### src/sha_pkg.sv
// ----------------------------------------------------------------------------
// sha_pkg
// Shared types and constants for the SHA-256 stream hasher: queue item,
// back-end states, compression control bundle, round constants and initial
// hash values.
// ----------------------------------------------------------------------------
package sha_pkg;

  // input queue geometry
  localparam int QDepth = 4;
  localparam int QPtrW  = $clog2(QDepth);

  // byte positions inside one 64-byte block
  localparam logic [5:0] LastFill  = 6'd63;
  localparam logic [5:0] LenFill   = 6'd56;
  localparam logic [5:0] LastRound = 6'd63;
  localparam logic [2:0] LastWordIdx = 3'd7;
  localparam logic [7:0] PadByte   = 8'h80;
  localparam logic [7:0] ZeroByte  = 8'h00;
  localparam logic [63:0] ByteBits = 64'd8;

  // beat kind as seen by the back end
  typedef enum logic {
    CMD_ABSORB = 1'b0,
    CMD_FINISH = 1'b1
  } cmd_t;

  typedef struct packed {
    cmd_t       cmd;
    logic [7:0] data;
  } item_t;

  // back-end sequencer states
  typedef enum logic [2:0] {
    ST_IDLE,
    ST_PAD_ONE,
    ST_PAD_ZERO,
    ST_PAD_LEN,
    ST_ROUNDS,
    ST_FOLD,
    ST_EMIT
  } state_t;

  // controls from the sequencer to the compression unit
  typedef struct packed {
    logic       push;
    logic       start;
    logic       round;
    logic       fold;
    logic       reinit;
    logic [5:0] round_idx;
    logic [2:0] rd_idx;
  } cmp_ctrl_t;

  localparam logic [31:0] InitHash [8] = '{
    32'h6A09E667, 32'hBB67AE85, 32'h3C6EF372, 32'hA54FF53A,
    32'h510E527F, 32'h9B05688C, 32'h1F83D9AB, 32'h5BE0CD19
  };

  localparam logic [31:0] RoundK [64] = '{
    32'h428A2F98, 32'h71374491, 32'hB5C0FBCF, 32'hE9B5DBA5,
    32'h3956C25B, 32'h59F111F1, 32'h923F82A4, 32'hAB1C5ED5,
    32'hD807AA98, 32'h12835B01, 32'h243185BE, 32'h550C7DC3,
    32'h72BE5D74, 32'h80DEB1FE, 32'h9BDC06A7, 32'hC19BF174,
    32'hE49B69C1, 32'hEFBE4786, 32'h0FC19DC6, 32'h240CA1CC,
    32'h2DE92C6F, 32'h4A7484AA, 32'h5CB0A9DC, 32'h76F988DA,
    32'h983E5152, 32'hA831C66D, 32'hB00327C8, 32'hBF597FC7,
    32'hC6E00BF3, 32'hD5A79147, 32'h06CA6351, 32'h14292967,
    32'h27B70A85, 32'h2E1B2138, 32'h4D2C6DFC, 32'h53380D13,
    32'h650A7354, 32'h766A0ABB, 32'h81C2C92E, 32'h92722C85,
    32'hA2BFE8A1, 32'hA81A664B, 32'hC24B8B70, 32'hC76C51A3,
    32'hD192E819, 32'hD6990624, 32'hF40E3585, 32'h106AA070,
    32'h19A4C116, 32'h1E376C08, 32'h2748774C, 32'h34B0BCB5,
    32'h391C0CB3, 32'h4ED8AA4A, 32'h5B9CCA4F, 32'h682E6FF3,
    32'h748F82EE, 32'h78A5636F, 32'h84C87814, 32'h8CC70208,
    32'h90BEFFFA, 32'hA4506CEB, 32'hBEF9A3F7, 32'hC67178F2
  };

  // rotate right by a constant amount
  function automatic logic [31:0] rotr(input logic [31:0] v, input int unsigned n);
    return (v >> n) | (v << (32 - n));
  endfunction

endpackage

### src/sha_in_queue.sv
// ----------------------------------------------------------------------------
// sha_in_queue
// Front end: takes input beats, tags them as absorb or finish and holds them
// in a short queue so the back end can stall on its own.
// ----------------------------------------------------------------------------
module sha_in_queue (
  input  logic                clk,
  input  logic                rst_n,
  input  logic                in_valid,
  output logic                in_ready,
  input  logic                in_mode,
  input  logic [7:0]          in_data_byte,
  output logic                q_valid,
  output sha_pkg::item_t      q_item,
  input  logic                q_pop
);

  sha_pkg::item_t                 mem_r [sha_pkg::QDepth];
  logic [sha_pkg::QPtrW-1:0]      wr_ptr_r, wr_ptr_nxt;
  logic [sha_pkg::QPtrW-1:0]      rd_ptr_r, rd_ptr_nxt;
  logic [sha_pkg::QPtrW:0]        count_r, count_nxt;
  logic                           push;
  logic                           pop;
  sha_pkg::item_t                 new_item;

  // classify the incoming beat
  always_comb begin
    new_item.cmd  = in_mode ? sha_pkg::CMD_FINISH : sha_pkg::CMD_ABSORB;
    new_item.data = in_data_byte;
  end

  assign in_ready = (count_r != (sha_pkg::QPtrW + 1)'(sha_pkg::QDepth));
  assign q_valid  = (count_r != '0);
  assign q_item   = mem_r[rd_ptr_r];
  assign push     = in_valid && in_ready;
  assign pop      = q_pop && q_valid;

  // pointer and occupancy update
  always_comb begin
    wr_ptr_nxt = push ? wr_ptr_r + 1'b1 : wr_ptr_r;
    rd_ptr_nxt = pop  ? rd_ptr_r + 1'b1 : rd_ptr_r;
    count_nxt  = count_r;
    if (push && !pop) begin
      count_nxt = count_r + 1'b1;
    end else if (pop && !push) begin
      count_nxt = count_r - 1'b1;
    end
  end

  always_ff @(posedge clk) begin
    if (!rst_n) begin
      wr_ptr_r <= '0;
      rd_ptr_r <= '0;
      count_r  <= '0;
    end else begin
      wr_ptr_r <= wr_ptr_nxt;
      rd_ptr_r <= rd_ptr_nxt;
      count_r  <= count_nxt;
    end
  end

  // queue storage
  always_ff @(posedge clk) begin
    if (push) begin
      mem_r[wr_ptr_r] <= new_item;
    end
  end

endmodule

### src/sha_compress.sv
// ----------------------------------------------------------------------------
// sha_compress
// Compression unit: 16-word message schedule shift line, eight working
// words with one round per cycle, and the eight hash words.
// ----------------------------------------------------------------------------
module sha_compress (
  input  logic                 clk,
  input  logic                 rst_n,
  input  sha_pkg::cmp_ctrl_t   ctl,
  input  logic [31:0]          push_word,
  output logic [31:0]          hash_word
);

  logic [31:0] hash_r  [8];
  logic [31:0] work_r  [8];
  logic [31:0] sched_r [16];
  logic [31:0] work_nxt [8];
  logic [31:0] sched_in;

  assign hash_word = hash_r[ctl.rd_idx];

  // one round and the next schedule word
  always_comb begin
    logic [31:0] s0, s1, ch, mj, t1, t2, g0, g1, w15, w2;
    w15 = sched_r[1];
    w2  = sched_r[14];
    g0  = sha_pkg::rotr(w15, 7) ^ sha_pkg::rotr(w15, 18) ^ (w15 >> 3);
    g1  = sha_pkg::rotr(w2, 17) ^ sha_pkg::rotr(w2, 19) ^ (w2 >> 10);
    s1  = sha_pkg::rotr(work_r[4], 6) ^ sha_pkg::rotr(work_r[4], 11)
        ^ sha_pkg::rotr(work_r[4], 25);
    ch  = (work_r[4] & work_r[5]) ^ (~work_r[4] & work_r[6]);
    t1  = work_r[7] + s1 + ch + sha_pkg::RoundK[ctl.round_idx] + sched_r[0];
    s0  = sha_pkg::rotr(work_r[0], 2) ^ sha_pkg::rotr(work_r[0], 13)
        ^ sha_pkg::rotr(work_r[0], 22);
    mj  = (work_r[0] & work_r[1]) ^ (work_r[0] & work_r[2]) ^ (work_r[1] & work_r[2]);
    t2  = s0 + mj;
    work_nxt[7] = work_r[6];
    work_nxt[6] = work_r[5];
    work_nxt[5] = work_r[4];
    work_nxt[4] = work_r[3] + t1;
    work_nxt[3] = work_r[2];
    work_nxt[2] = work_r[1];
    work_nxt[1] = work_r[0];
    work_nxt[0] = t1 + t2;
    sched_in = ctl.push ? push_word : (sched_r[0] + g0 + sched_r[9] + g1);
  end

  // schedule shift line: filled with message words, then rolled each round
  always_ff @(posedge clk) begin
    if (ctl.push || ctl.round) begin
      for (int i = 0; i < 15; i++) begin
        sched_r[i] <= sched_r[i + 1];
      end
      sched_r[15] <= sched_in;
    end
  end

  // working words
  always_ff @(posedge clk) begin
    if (ctl.start) begin
      for (int i = 0; i < 8; i++) begin
        work_r[i] <= hash_r[i];
      end
    end else if (ctl.round) begin
      for (int i = 0; i < 8; i++) begin
        work_r[i] <= work_nxt[i];
      end
    end
  end

  // hash words: initial values, or folded with the working words
  always_ff @(posedge clk) begin
    if (!rst_n || ctl.reinit) begin
      for (int i = 0; i < 8; i++) begin
        hash_r[i] <= sha_pkg::InitHash[i];
      end
    end else if (ctl.fold) begin
      for (int i = 0; i < 8; i++) begin
        hash_r[i] <= hash_r[i] + work_r[i];
      end
    end
  end

endmodule

### src/sha_back_ctrl.sv
// ----------------------------------------------------------------------------
// sha_back_ctrl
// Back-end sequencer: packs bytes into schedule words, counts length,
// pads the final block, steps the rounds and emits the digest words.
// ----------------------------------------------------------------------------
module sha_back_ctrl (
  input  logic                 clk,
  input  logic                 rst_n,
  input  logic                 q_valid,
  input  sha_pkg::item_t       q_item,
  output logic                 q_pop,
  output sha_pkg::cmp_ctrl_t   ctl,
  output logic [31:0]          push_word,
  input  logic [31:0]          hash_word,
  output logic                 out_valid,
  input  logic                 out_ready,
  output logic [31:0]          out_digest_word,
  output logic [2:0]           out_word_index,
  output logic                 out_last_word
);

  sha_pkg::state_t state_r, state_nxt;
  sha_pkg::state_t resume_r, resume_nxt;
  logic [5:0]      fill_r, fill_nxt;
  logic [63:0]     len_r, len_nxt;
  logic [23:0]     acc_r, acc_nxt;
  logic [5:0]      round_r, round_nxt;
  logic [2:0]      emit_idx_r, emit_idx_nxt;
  logic            out_valid_r, out_valid_nxt;
  logic [31:0]     out_word_r, out_word_nxt;
  logic [2:0]      out_idx_r, out_idx_nxt;
  logic            out_last_r, out_last_nxt;
  logic            push_byte;
  logic [7:0]      byte_val;
  sha_pkg::state_t next_phase;

  assign out_valid       = out_valid_r;
  assign out_digest_word = out_word_r;
  assign out_word_index  = out_idx_r;
  assign out_last_word   = out_last_r;
  assign push_word       = {acc_r, byte_val};

  // next state and controls
  always_comb begin
    state_nxt     = state_r;
    resume_nxt    = resume_r;
    fill_nxt      = fill_r;
    len_nxt       = len_r;
    acc_nxt       = acc_r;
    round_nxt     = round_r;
    emit_idx_nxt  = emit_idx_r;
    out_valid_nxt = out_ready ? 1'b0 : out_valid_r;
    out_word_nxt  = out_word_r;
    out_idx_nxt   = out_idx_r;
    out_last_nxt  = out_last_r;
    q_pop         = 1'b0;
    push_byte     = 1'b0;
    byte_val      = sha_pkg::ZeroByte;
    next_phase    = sha_pkg::ST_IDLE;
    ctl           = '0;

    case (state_r)
      sha_pkg::ST_IDLE: begin
        if (q_valid) begin
          q_pop = 1'b1;
          if (q_item.cmd == sha_pkg::CMD_ABSORB) begin
            push_byte  = 1'b1;
            byte_val   = q_item.data;
            len_nxt    = len_r + sha_pkg::ByteBits;
            next_phase = sha_pkg::ST_IDLE;
          end else begin
            state_nxt = sha_pkg::ST_PAD_ONE;
          end
        end
      end
      sha_pkg::ST_PAD_ONE: begin
        push_byte  = 1'b1;
        byte_val   = sha_pkg::PadByte;
        next_phase = sha_pkg::ST_PAD_ZERO;
        state_nxt  = sha_pkg::ST_PAD_ZERO;
      end
      sha_pkg::ST_PAD_ZERO: begin
        if (fill_r == sha_pkg::LenFill) begin
          state_nxt = sha_pkg::ST_PAD_LEN;
        end else begin
          push_byte  = 1'b1;
          next_phase = sha_pkg::ST_PAD_ZERO;
        end
      end
      sha_pkg::ST_PAD_LEN: begin
        // length goes out most significant byte first and drains to zero
        push_byte  = 1'b1;
        byte_val   = len_r[63:56];
        len_nxt    = {len_r[55:0], sha_pkg::ZeroByte};
        next_phase = sha_pkg::ST_EMIT;
      end
      sha_pkg::ST_ROUNDS: begin
        ctl.round     = 1'b1;
        ctl.round_idx = round_r;
        round_nxt     = round_r + 6'd1;
        if (round_r == sha_pkg::LastRound) begin
          state_nxt = sha_pkg::ST_FOLD;
        end
      end
      sha_pkg::ST_FOLD: begin
        ctl.fold  = 1'b1;
        state_nxt = resume_r;
      end
      sha_pkg::ST_EMIT: begin
        ctl.rd_idx = emit_idx_r;
        if (!out_valid_r || out_ready) begin
          out_valid_nxt = 1'b1;
          out_word_nxt  = hash_word;
          out_idx_nxt   = emit_idx_r;
          out_last_nxt  = (emit_idx_r == sha_pkg::LastWordIdx);
          emit_idx_nxt  = emit_idx_r + 3'd1;
          if (emit_idx_r == sha_pkg::LastWordIdx) begin
            ctl.reinit = 1'b1;
            state_nxt  = sha_pkg::ST_IDLE;
          end
        end
      end
      default: begin
        state_nxt = sha_pkg::ST_IDLE;
      end
    endcase

    // shared byte path: pack bytes, hand over whole words, start on full block
    if (push_byte) begin
      acc_nxt  = {acc_r[15:0], byte_val};
      fill_nxt = fill_r + 6'd1;
      if (fill_r[1:0] == 2'b11) begin
        ctl.push = 1'b1;
      end
      if (fill_r == sha_pkg::LastFill) begin
        ctl.start  = 1'b1;
        round_nxt  = '0;
        resume_nxt = next_phase;
        state_nxt  = sha_pkg::ST_ROUNDS;
      end
    end
  end

  // control registers
  always_ff @(posedge clk) begin
    if (!rst_n) begin
      state_r     <= sha_pkg::ST_IDLE;
      resume_r    <= sha_pkg::ST_IDLE;
      fill_r      <= '0;
      len_r       <= '0;
      round_r     <= '0;
      emit_idx_r  <= '0;
      out_valid_r <= 1'b0;
    end else begin
      state_r     <= state_nxt;
      resume_r    <= resume_nxt;
      fill_r      <= fill_nxt;
      len_r       <= len_nxt;
      round_r     <= round_nxt;
      emit_idx_r  <= emit_idx_nxt;
      out_valid_r <= out_valid_nxt;
    end
  end

  // payload registers
  always_ff @(posedge clk) begin
    acc_r      <= acc_nxt;
    out_word_r <= out_word_nxt;
    out_idx_r  <= out_idx_nxt;
    out_last_r <= out_last_nxt;
  end

endmodule

### src/sha256_stream_hasher.sv
// ----------------------------------------------------------------------------
// sha256_stream_hasher
// SHA-256 over a byte stream: absorb beats add bytes, a finish beat pads,
// compresses and returns the digest as eight 32-bit words.
// ----------------------------------------------------------------------------
// Beats wait in a four-entry input queue while the back end is busy.
// Every 64th byte starts a compression of 64 rounds, one per cycle in the
// single round unit, followed by the hash fold; the back end takes no new
// bytes until the fold is done. A finish beat leaves the queue, then the
// padding and length bytes go in up to the end of the block (64 minus the
// pending byte count), with one idle step where the zero fill meets the
// length field. When more than 55 bytes are pending, the first block closes
// after its zero fill and is compressed, and a second block of 56 zero
// bytes, that idle step and the 8 length bytes follows. The last block is
// then compressed and the eight digest words go out from word 0, one per
// cycle while out_ready is high. The block is back at the initial hash
// values as soon as the last word is loaded into the output register, and
// input beats keep being queued while digest words wait.
module sha256_stream_hasher (
  input  logic        clk,
  input  logic        rst_n,
  input  logic        in_valid,
  output logic        in_ready,
  input  logic        in_mode,
  input  logic [7:0]  in_data_byte,
  output logic        out_valid,
  input  logic        out_ready,
  output logic [31:0] out_digest_word,
  output logic [2:0]  out_word_index,
  output logic        out_last_word
);

  logic               q_valid;
  logic               q_pop;
  sha_pkg::item_t     q_item;
  sha_pkg::cmp_ctrl_t ctl;
  logic [31:0]        push_word;
  logic [31:0]        hash_word;

  // front end: classify and queue input beats
  sha_in_queue u_queue (
    .clk          (clk),
    .rst_n        (rst_n),
    .in_valid     (in_valid),
    .in_ready     (in_ready),
    .in_mode      (in_mode),
    .in_data_byte (in_data_byte),
    .q_valid      (q_valid),
    .q_item       (q_item),
    .q_pop        (q_pop)
  );

  // back end: sequencer and output register
  sha_back_ctrl u_ctrl (
    .clk             (clk),
    .rst_n           (rst_n),
    .q_valid         (q_valid),
    .q_item          (q_item),
    .q_pop           (q_pop),
    .ctl             (ctl),
    .push_word       (push_word),
    .hash_word       (hash_word),
    .out_valid       (out_valid),
    .out_ready       (out_ready),
    .out_digest_word (out_digest_word),
    .out_word_index  (out_word_index),
    .out_last_word   (out_last_word)
  );

  // back end: schedule, rounds and hash words
  sha_compress u_compress (
    .clk       (clk),
    .rst_n     (rst_n),
    .ctl       (ctl),
    .push_word (push_word),
    .hash_word (hash_word)
  );

endmodule

### config.mk
export PLATFORM = sky130hd
export DESIGN_NAME = sha256_stream_hasher
export DESIGN_NICKNAME = d
export VERILOG_FILES = /design/src/sha_pkg.sv /design/src/sha_in_queue.sv /design/src/sha_compress.sv /design/src/sha_back_ctrl.sv /design/src/sha256_stream_hasher.sv
export SDC_FILE = /design/constraint.sdc
export NUM_CORES = 2
export LEC_CHECK = 0
export BUFFER_PORTS_ARGS = -buffer_cell sky130_fd_sc_hd__buf_2
export CORE_UTILIZATION = 40
export CTS_BUF_LIST = sky130_fd_sc_hd__clkbuf_2 sky130_fd_sc_hd__clkbuf_4 sky130_fd_sc_hd__clkbuf_8
export CTS_CLUSTER_DIAMETER = 60
export CTS_CLUSTER_SIZE = 25
export DETAILED_ROUTE_END_ITERATION = 10
export PLACE_DENSITY = 0.63
export SETUP_SLACK_MARGIN = 0.15
export SLEW_MARGIN = 5
export SYNTH_ARGS = -nofsm -noshare
export SYNTH_HDL_FRONTEND = slang
export SYNTH_SLANG_ARGS = --single-unit
### constraint.sdc
create_clock -name clk -period 23.9 [get_ports clk]
set_input_delay 5.975 -clock clk [delete_from_list [all_inputs] [get_ports clk]]
set_output_delay 5.975 -clock clk [all_outputs]
set_load 0.01 [all_outputs]
# Word level (Yosys, flattened, before mapping)
# Memory sizes are Yosys's and may differ from the RTL's. A register that Yosys moved wholly into a read port is not among the register bits.
# Index checks and enable logic that the tools add are counted.
# classes
n_addsub	26
magnitude_cmp	1
n_eq_ne	14
n_mux	77
bitwise	44
reduce_logical	19
# op_table
operator	count
$mux W32	19
$add A32 B32 Y32	18
$xor A32 B32 Y32	9
$and A32 B32 Y32	5
$mux W64	2
$pmux W64 S2	1
$add A64 B4 Y64 const B	1
$mux W3	11
$not A32 Y32	1
$or A10 B32 Y32	1
$or A13 B32 Y32	1
$or A14 B32 Y32	1
$or A15 B32 Y32	1
$or A19 B32 Y32	1
$or A21 B32 Y32	1
$or A25 B32 Y32	1
$or A26 B32 Y32	1
$or A30 B32 Y32	1
$or A7 B32 Y32	1
$xor A32 B22 Y32	1
$xor A32 B29 Y32	1
$mux W1	30
$mux W6	4
$pmux W8 S3	1
other kinds (28)	67
# word_totals
regBits	121
ramBits	1060
rom_bits	2048
input_bits	13
mem_count	5
# mem_list
name	depth	word_bits	rd	rd_clocked_by_memory_dff	wr	line	text
(name not given)	64	32	1	0	0	sha_compress.sv:32	t1 = work_r[7] + s1 + ch + sha_pkg::RoundK[ctl.round_idx] + sched_r[0];
u_compress.sched_r	16	32	16	0	16	sha_compress.sv:16	logic [31:0] sched_r [16];
u_compress.hash_r	8	32	9	1	8	sha_compress.sv:14	logic [31:0] hash_r [8];
u_compress.work_r	8	32	8	0	8	sha_compress.sv:15	logic [31:0] work_r [8];
u_queue.mem_r	4	9	1	1	1	sha_in_queue.sv:18	sha_pkg::item_t mem_r [sha_pkg::QDepth];

# Logic depth before layout (Yosys ltp)
# logic_depth
depth_word	10
depth_mapped	47
mapped_depth_nobuf	42

# By module
# From an unflattened synthesis, not the netlist that was laid out.
# unflattened
hier_cells	6537
hier_area_um2	72970.0
# modules_own_cells
mod	n_inst	cells_each	area_each_um2	seq_area_each_um2
sha_compress	1	5757	64568.2	30749.5
sha_back_ctrl	1	685	6602.6	3443.3
sha_in_queue	1	95	1799.2	1261.2

# Least setup slack after synthesis
# No wires, ideal clock.
# synth_timing
kind	input -> register
start	input port out_ready
end	memory u_compress.hash_r[0][0] (enable)
arrival_ns	13.496
required_ns	23.272
path_slack_ns	9.777
cell_stages	6
n_path_buf	2
cell_sequence	nand2b_1 -> and2_1 -> clkbuf_1 -> a21oi_1 -> clkbuf_1 -> nand2_1
# synth_lines
item	line	text
start, declared	sha256_stream_hasher.sv:27	input logic out_ready,
end, declared	sha_compress.sv:14	

==> reports/qor.csv <==
stage,metric,value,unit
power_and_ir_drop,p_leak,28.1,nW
synth,synthesis.nets,7288,
floorplanning,die_y,428,um
sta,min_period_over_period,0.487,
final_layout,fin_nets,7226,
synth,netlist_area,72500,sq um
synth,ys_ff_latch,1211,
sta,hold-worst-slack,0.394,ns
synth,ys_types,91,
route,drc,0,
min_path,hold_class,flop to flop,
power_and_ir_drop,ir_drop,0.0433,mV
final_layout,syn_to_final_growth,7.44,%
power_and_ir_drop,power_density,61.2,nW/um^2
place,placed_cell_area,75300,sq um
sta,finalCriticalPeriod,11.64,ns
clock_network,postCtsSetupBuffers,0,
sta,tightest_slew,1.38,ns
synth,async_flop_share,0,
critical_path,criticalPathCategory,flop to flop,
critical_path,cp-start-kind,flop,
clock_network,postCtsHoldBufs,0,
route,first_pass_iters,6,
synth,yosysWarningCount,0,
global_routing,gr-usage-all-layers,0.238,
global_routing,grt_max_degree,153,
sta,max_freq,0.0859,GHz
clock_network,htreeDepth,3,
critical_path,slowest_delay,0.78,ns
floorplanning,top_level_ports,51,
route,via_count,52169,
job,max_cap_violations,0,
floorplanning,dieArea,183000,sq um
floorplanning,start_util,0.405,
sta,setup_ws,12.26,ns
clock_network,clkLatencyLatePin,0.91,ns
final_layout,final_area,77900,sq um
sta,hold_viol_final,0,
floorplanning,core_area,179000,sq um
critical_path,slowest_stage,a2111oi_0,
clock_network,clockBufferDepth,3,
synth,syn_inst,6677,
sta,maxSlewViolCount,0,
final_layout,utilization,0.435,
sta,fin_skew,0.0551,ns
synth,yosysTopAreaCell,edfxtp_1,
synth,synth_top_cell_area_share,0.464,
outcome,outcome,"complete, no violations",
sta,finalSetupViolCount,0,
clock_network,clk_pin_slew,0.13,ns
critical_path,arrival,12.26,ns
route,routed_wl,223000,um
synth,seq_area_frac_synth,0.489,
synth,yosysMostFrequentCell,edfxtp_1,
synth,synth-main-ff-cell,edfxtp_1,
global_routing,first_global_vias,49131,
final_layout,n_fill_cell,16791,
sta,slew_headroom,0.0713,
global_routing,grt_pass1_wl,329000,um
final_layout,multi_input_area,34900,sq um
route,vias_per_cell,5.76,
global_routing,grt-ovfl-total,0,
place,dp_hpwl,164000,um
clock_network,cts_made_buffers,111,
synth,yosys-top-cells-area,"edfxtp_1 46%, ha_1 6.9%, fa_1 5.4%",
clock_network,cts.sinks,1211,
place,gp_congestion,0.953,
clock_network,tritoncts,yes,
final_layout,drive_gt1_frac,0.0665,
route,wire_per_inst,24.6,um
final_layout,ff_latch_area,35500,sq um
clock_network,cts_resized,0,
global_routing,antenna_found_initial,2,
critical_path,endpoint_kind,flop,
floorplanning,fp.dieW,428,um
sta,rsz0062_at_grt,false,
floorplanning,rows,155,
critical_path,worst_ep_required_time,24.52,ns
synth,synth_edf_count,1120,
place,port_buffers,50,
critical_path,cp_max_fo,24,
clock_network,cts-root-buf,clkbuf_8,
sta,tns,0,ns
synth,syn_avg_cell_area,10.9,sq um
route,postRouteAntennaNets,0,
place,place_ws,12.53,ns
route,drt-initial-drc-count,5636,
synth,synthTopCellsByCount,"1120 x edfxtp_1, 969 x nand2_1, 417 x nor2_1, 412 x a21oi_1, 402 x ha_1",
[registers in the layout, indices dropped and copies added, names as in the netlist, 6 cells and up, named ones only]
register,cells
u_ctrl.acc_r,24
u_ctrl.len_r,61
u_queue.mem_r,36
u_compress.work_r,256
u_compress.hash_r,256
u_ctrl.fill_r,6
u_compress.sched_r,512
u_ctrl.out_digest_word,32
u_ctrl.round_r,6
[cell type report]
class	count	share of cell area
repair buffers	134	0.0115
multi-input cells	4872	0.448
flip-flops and latches	1211	0.455
inverters	285	0.0138
well taps	2355	0.0378
diodes	1	0.0000321
clock buffers	123	0.0208
clock inverters	82	0.0130
[power by group]
group	switching [mW]	internal, mW
clock	0.868	0.589
combinational	0.520	0.299
sequential	0.0648	2.43
total	1.45	3.32
[logic make-up after synthesis]
group                    after synthesis  share of synthesized area
AND/OR/NAND/NOR                     1944                      0.117
AO/OA/AOI/OAI                       1527                      0.130
flip-flops                          1211                      0.489
adder cells (fa/ha/maj)              628                      0.128
buffers and inverters                594                     0.0311
XOR/XNOR                             592                     0.0715
multiplexers                         181                     0.0337
[through the flow]
stage / instances / power, mW
after global placement: 8857 / 3.33
after CTS: 9062 / 4.79
after floorplan: 6677 / 3.12
after detailed placement: 8857 / 3.34
final: 9063 / 4.77
after global routing: 9063 / 4.96
[per-layer routing]
metal / part of all wire / global-route usage / wire [um] / vias to the layer above
li1: - / - / - / 23927
met1: 0.46 / 0.359 / 104000 / 26015
met2: 0.43 / 0.354 / 96200 / 1977
met3: 0.075 / 0.0318 / 16700 / 250
met4: 0.030 / 0.0739 / 6730 / 0
met5: 0 / 0 / 0 / -
[critical path, delay by kind of cell, from the launching register on]
| kind | cells | cell delay (ns) |
|---|---|---|
| AO/OA/AOI/OAI | 14 | 3.79 |
| XOR/XNOR | 2 | 0.36 |
| adder cells (fa/ha/maj) | 8 | 3.36 |
| buffers and inverters | 6 | 1.07 |
| flip-flops | 1 | 0.41 |
| AND/OR/NAND/NOR | 10 | 2.33 |
[placed cells by master (no fill, tap or decap), types with 64 or more instances in the layout]
| master | instances |
|---|---|
| clkbuf_8 | 111 |
| nand2_1 | 962 |
| xor2_1 | 191 |
| fa_1 | 196 |
| o21ai_0 | 340 |
| nand3_1 | 114 |
| a21oi_1 | 411 |
| buf_4 | 83 |
| xnor2_1 | 401 |
| dfxtp_1 | 89 |
| a21o_1 | 139 |
| o21ai_1 | 138 |
| nor2_1 | 414 |
| inv_1 | 275 |
| nor3_1 | 93 |
| ha_1 | 402 |
| mux2_1 | 64 |
| edfxtp_1 | 1120 |
[path summary, 6_finish.rpt]
kind,from,to,slack [ns],cells past startpoint
worst min-delay path,u_compress.sched_r[2][28],u_compress.sched_r[1][28],0.39,0
worst min register to register,u_compress.sched_r[2][28],u_compress.sched_r[1][28],0.39,0
worst max register to register,u_ctrl.state_r[1],u_compress.work_r[0][29],12.26,40
worst max-delay path,u_ctrl.state_r[1],u_compress.work_r[0][29],12.26,40
No activity file was read; power rests on OpenSTA's default activity.
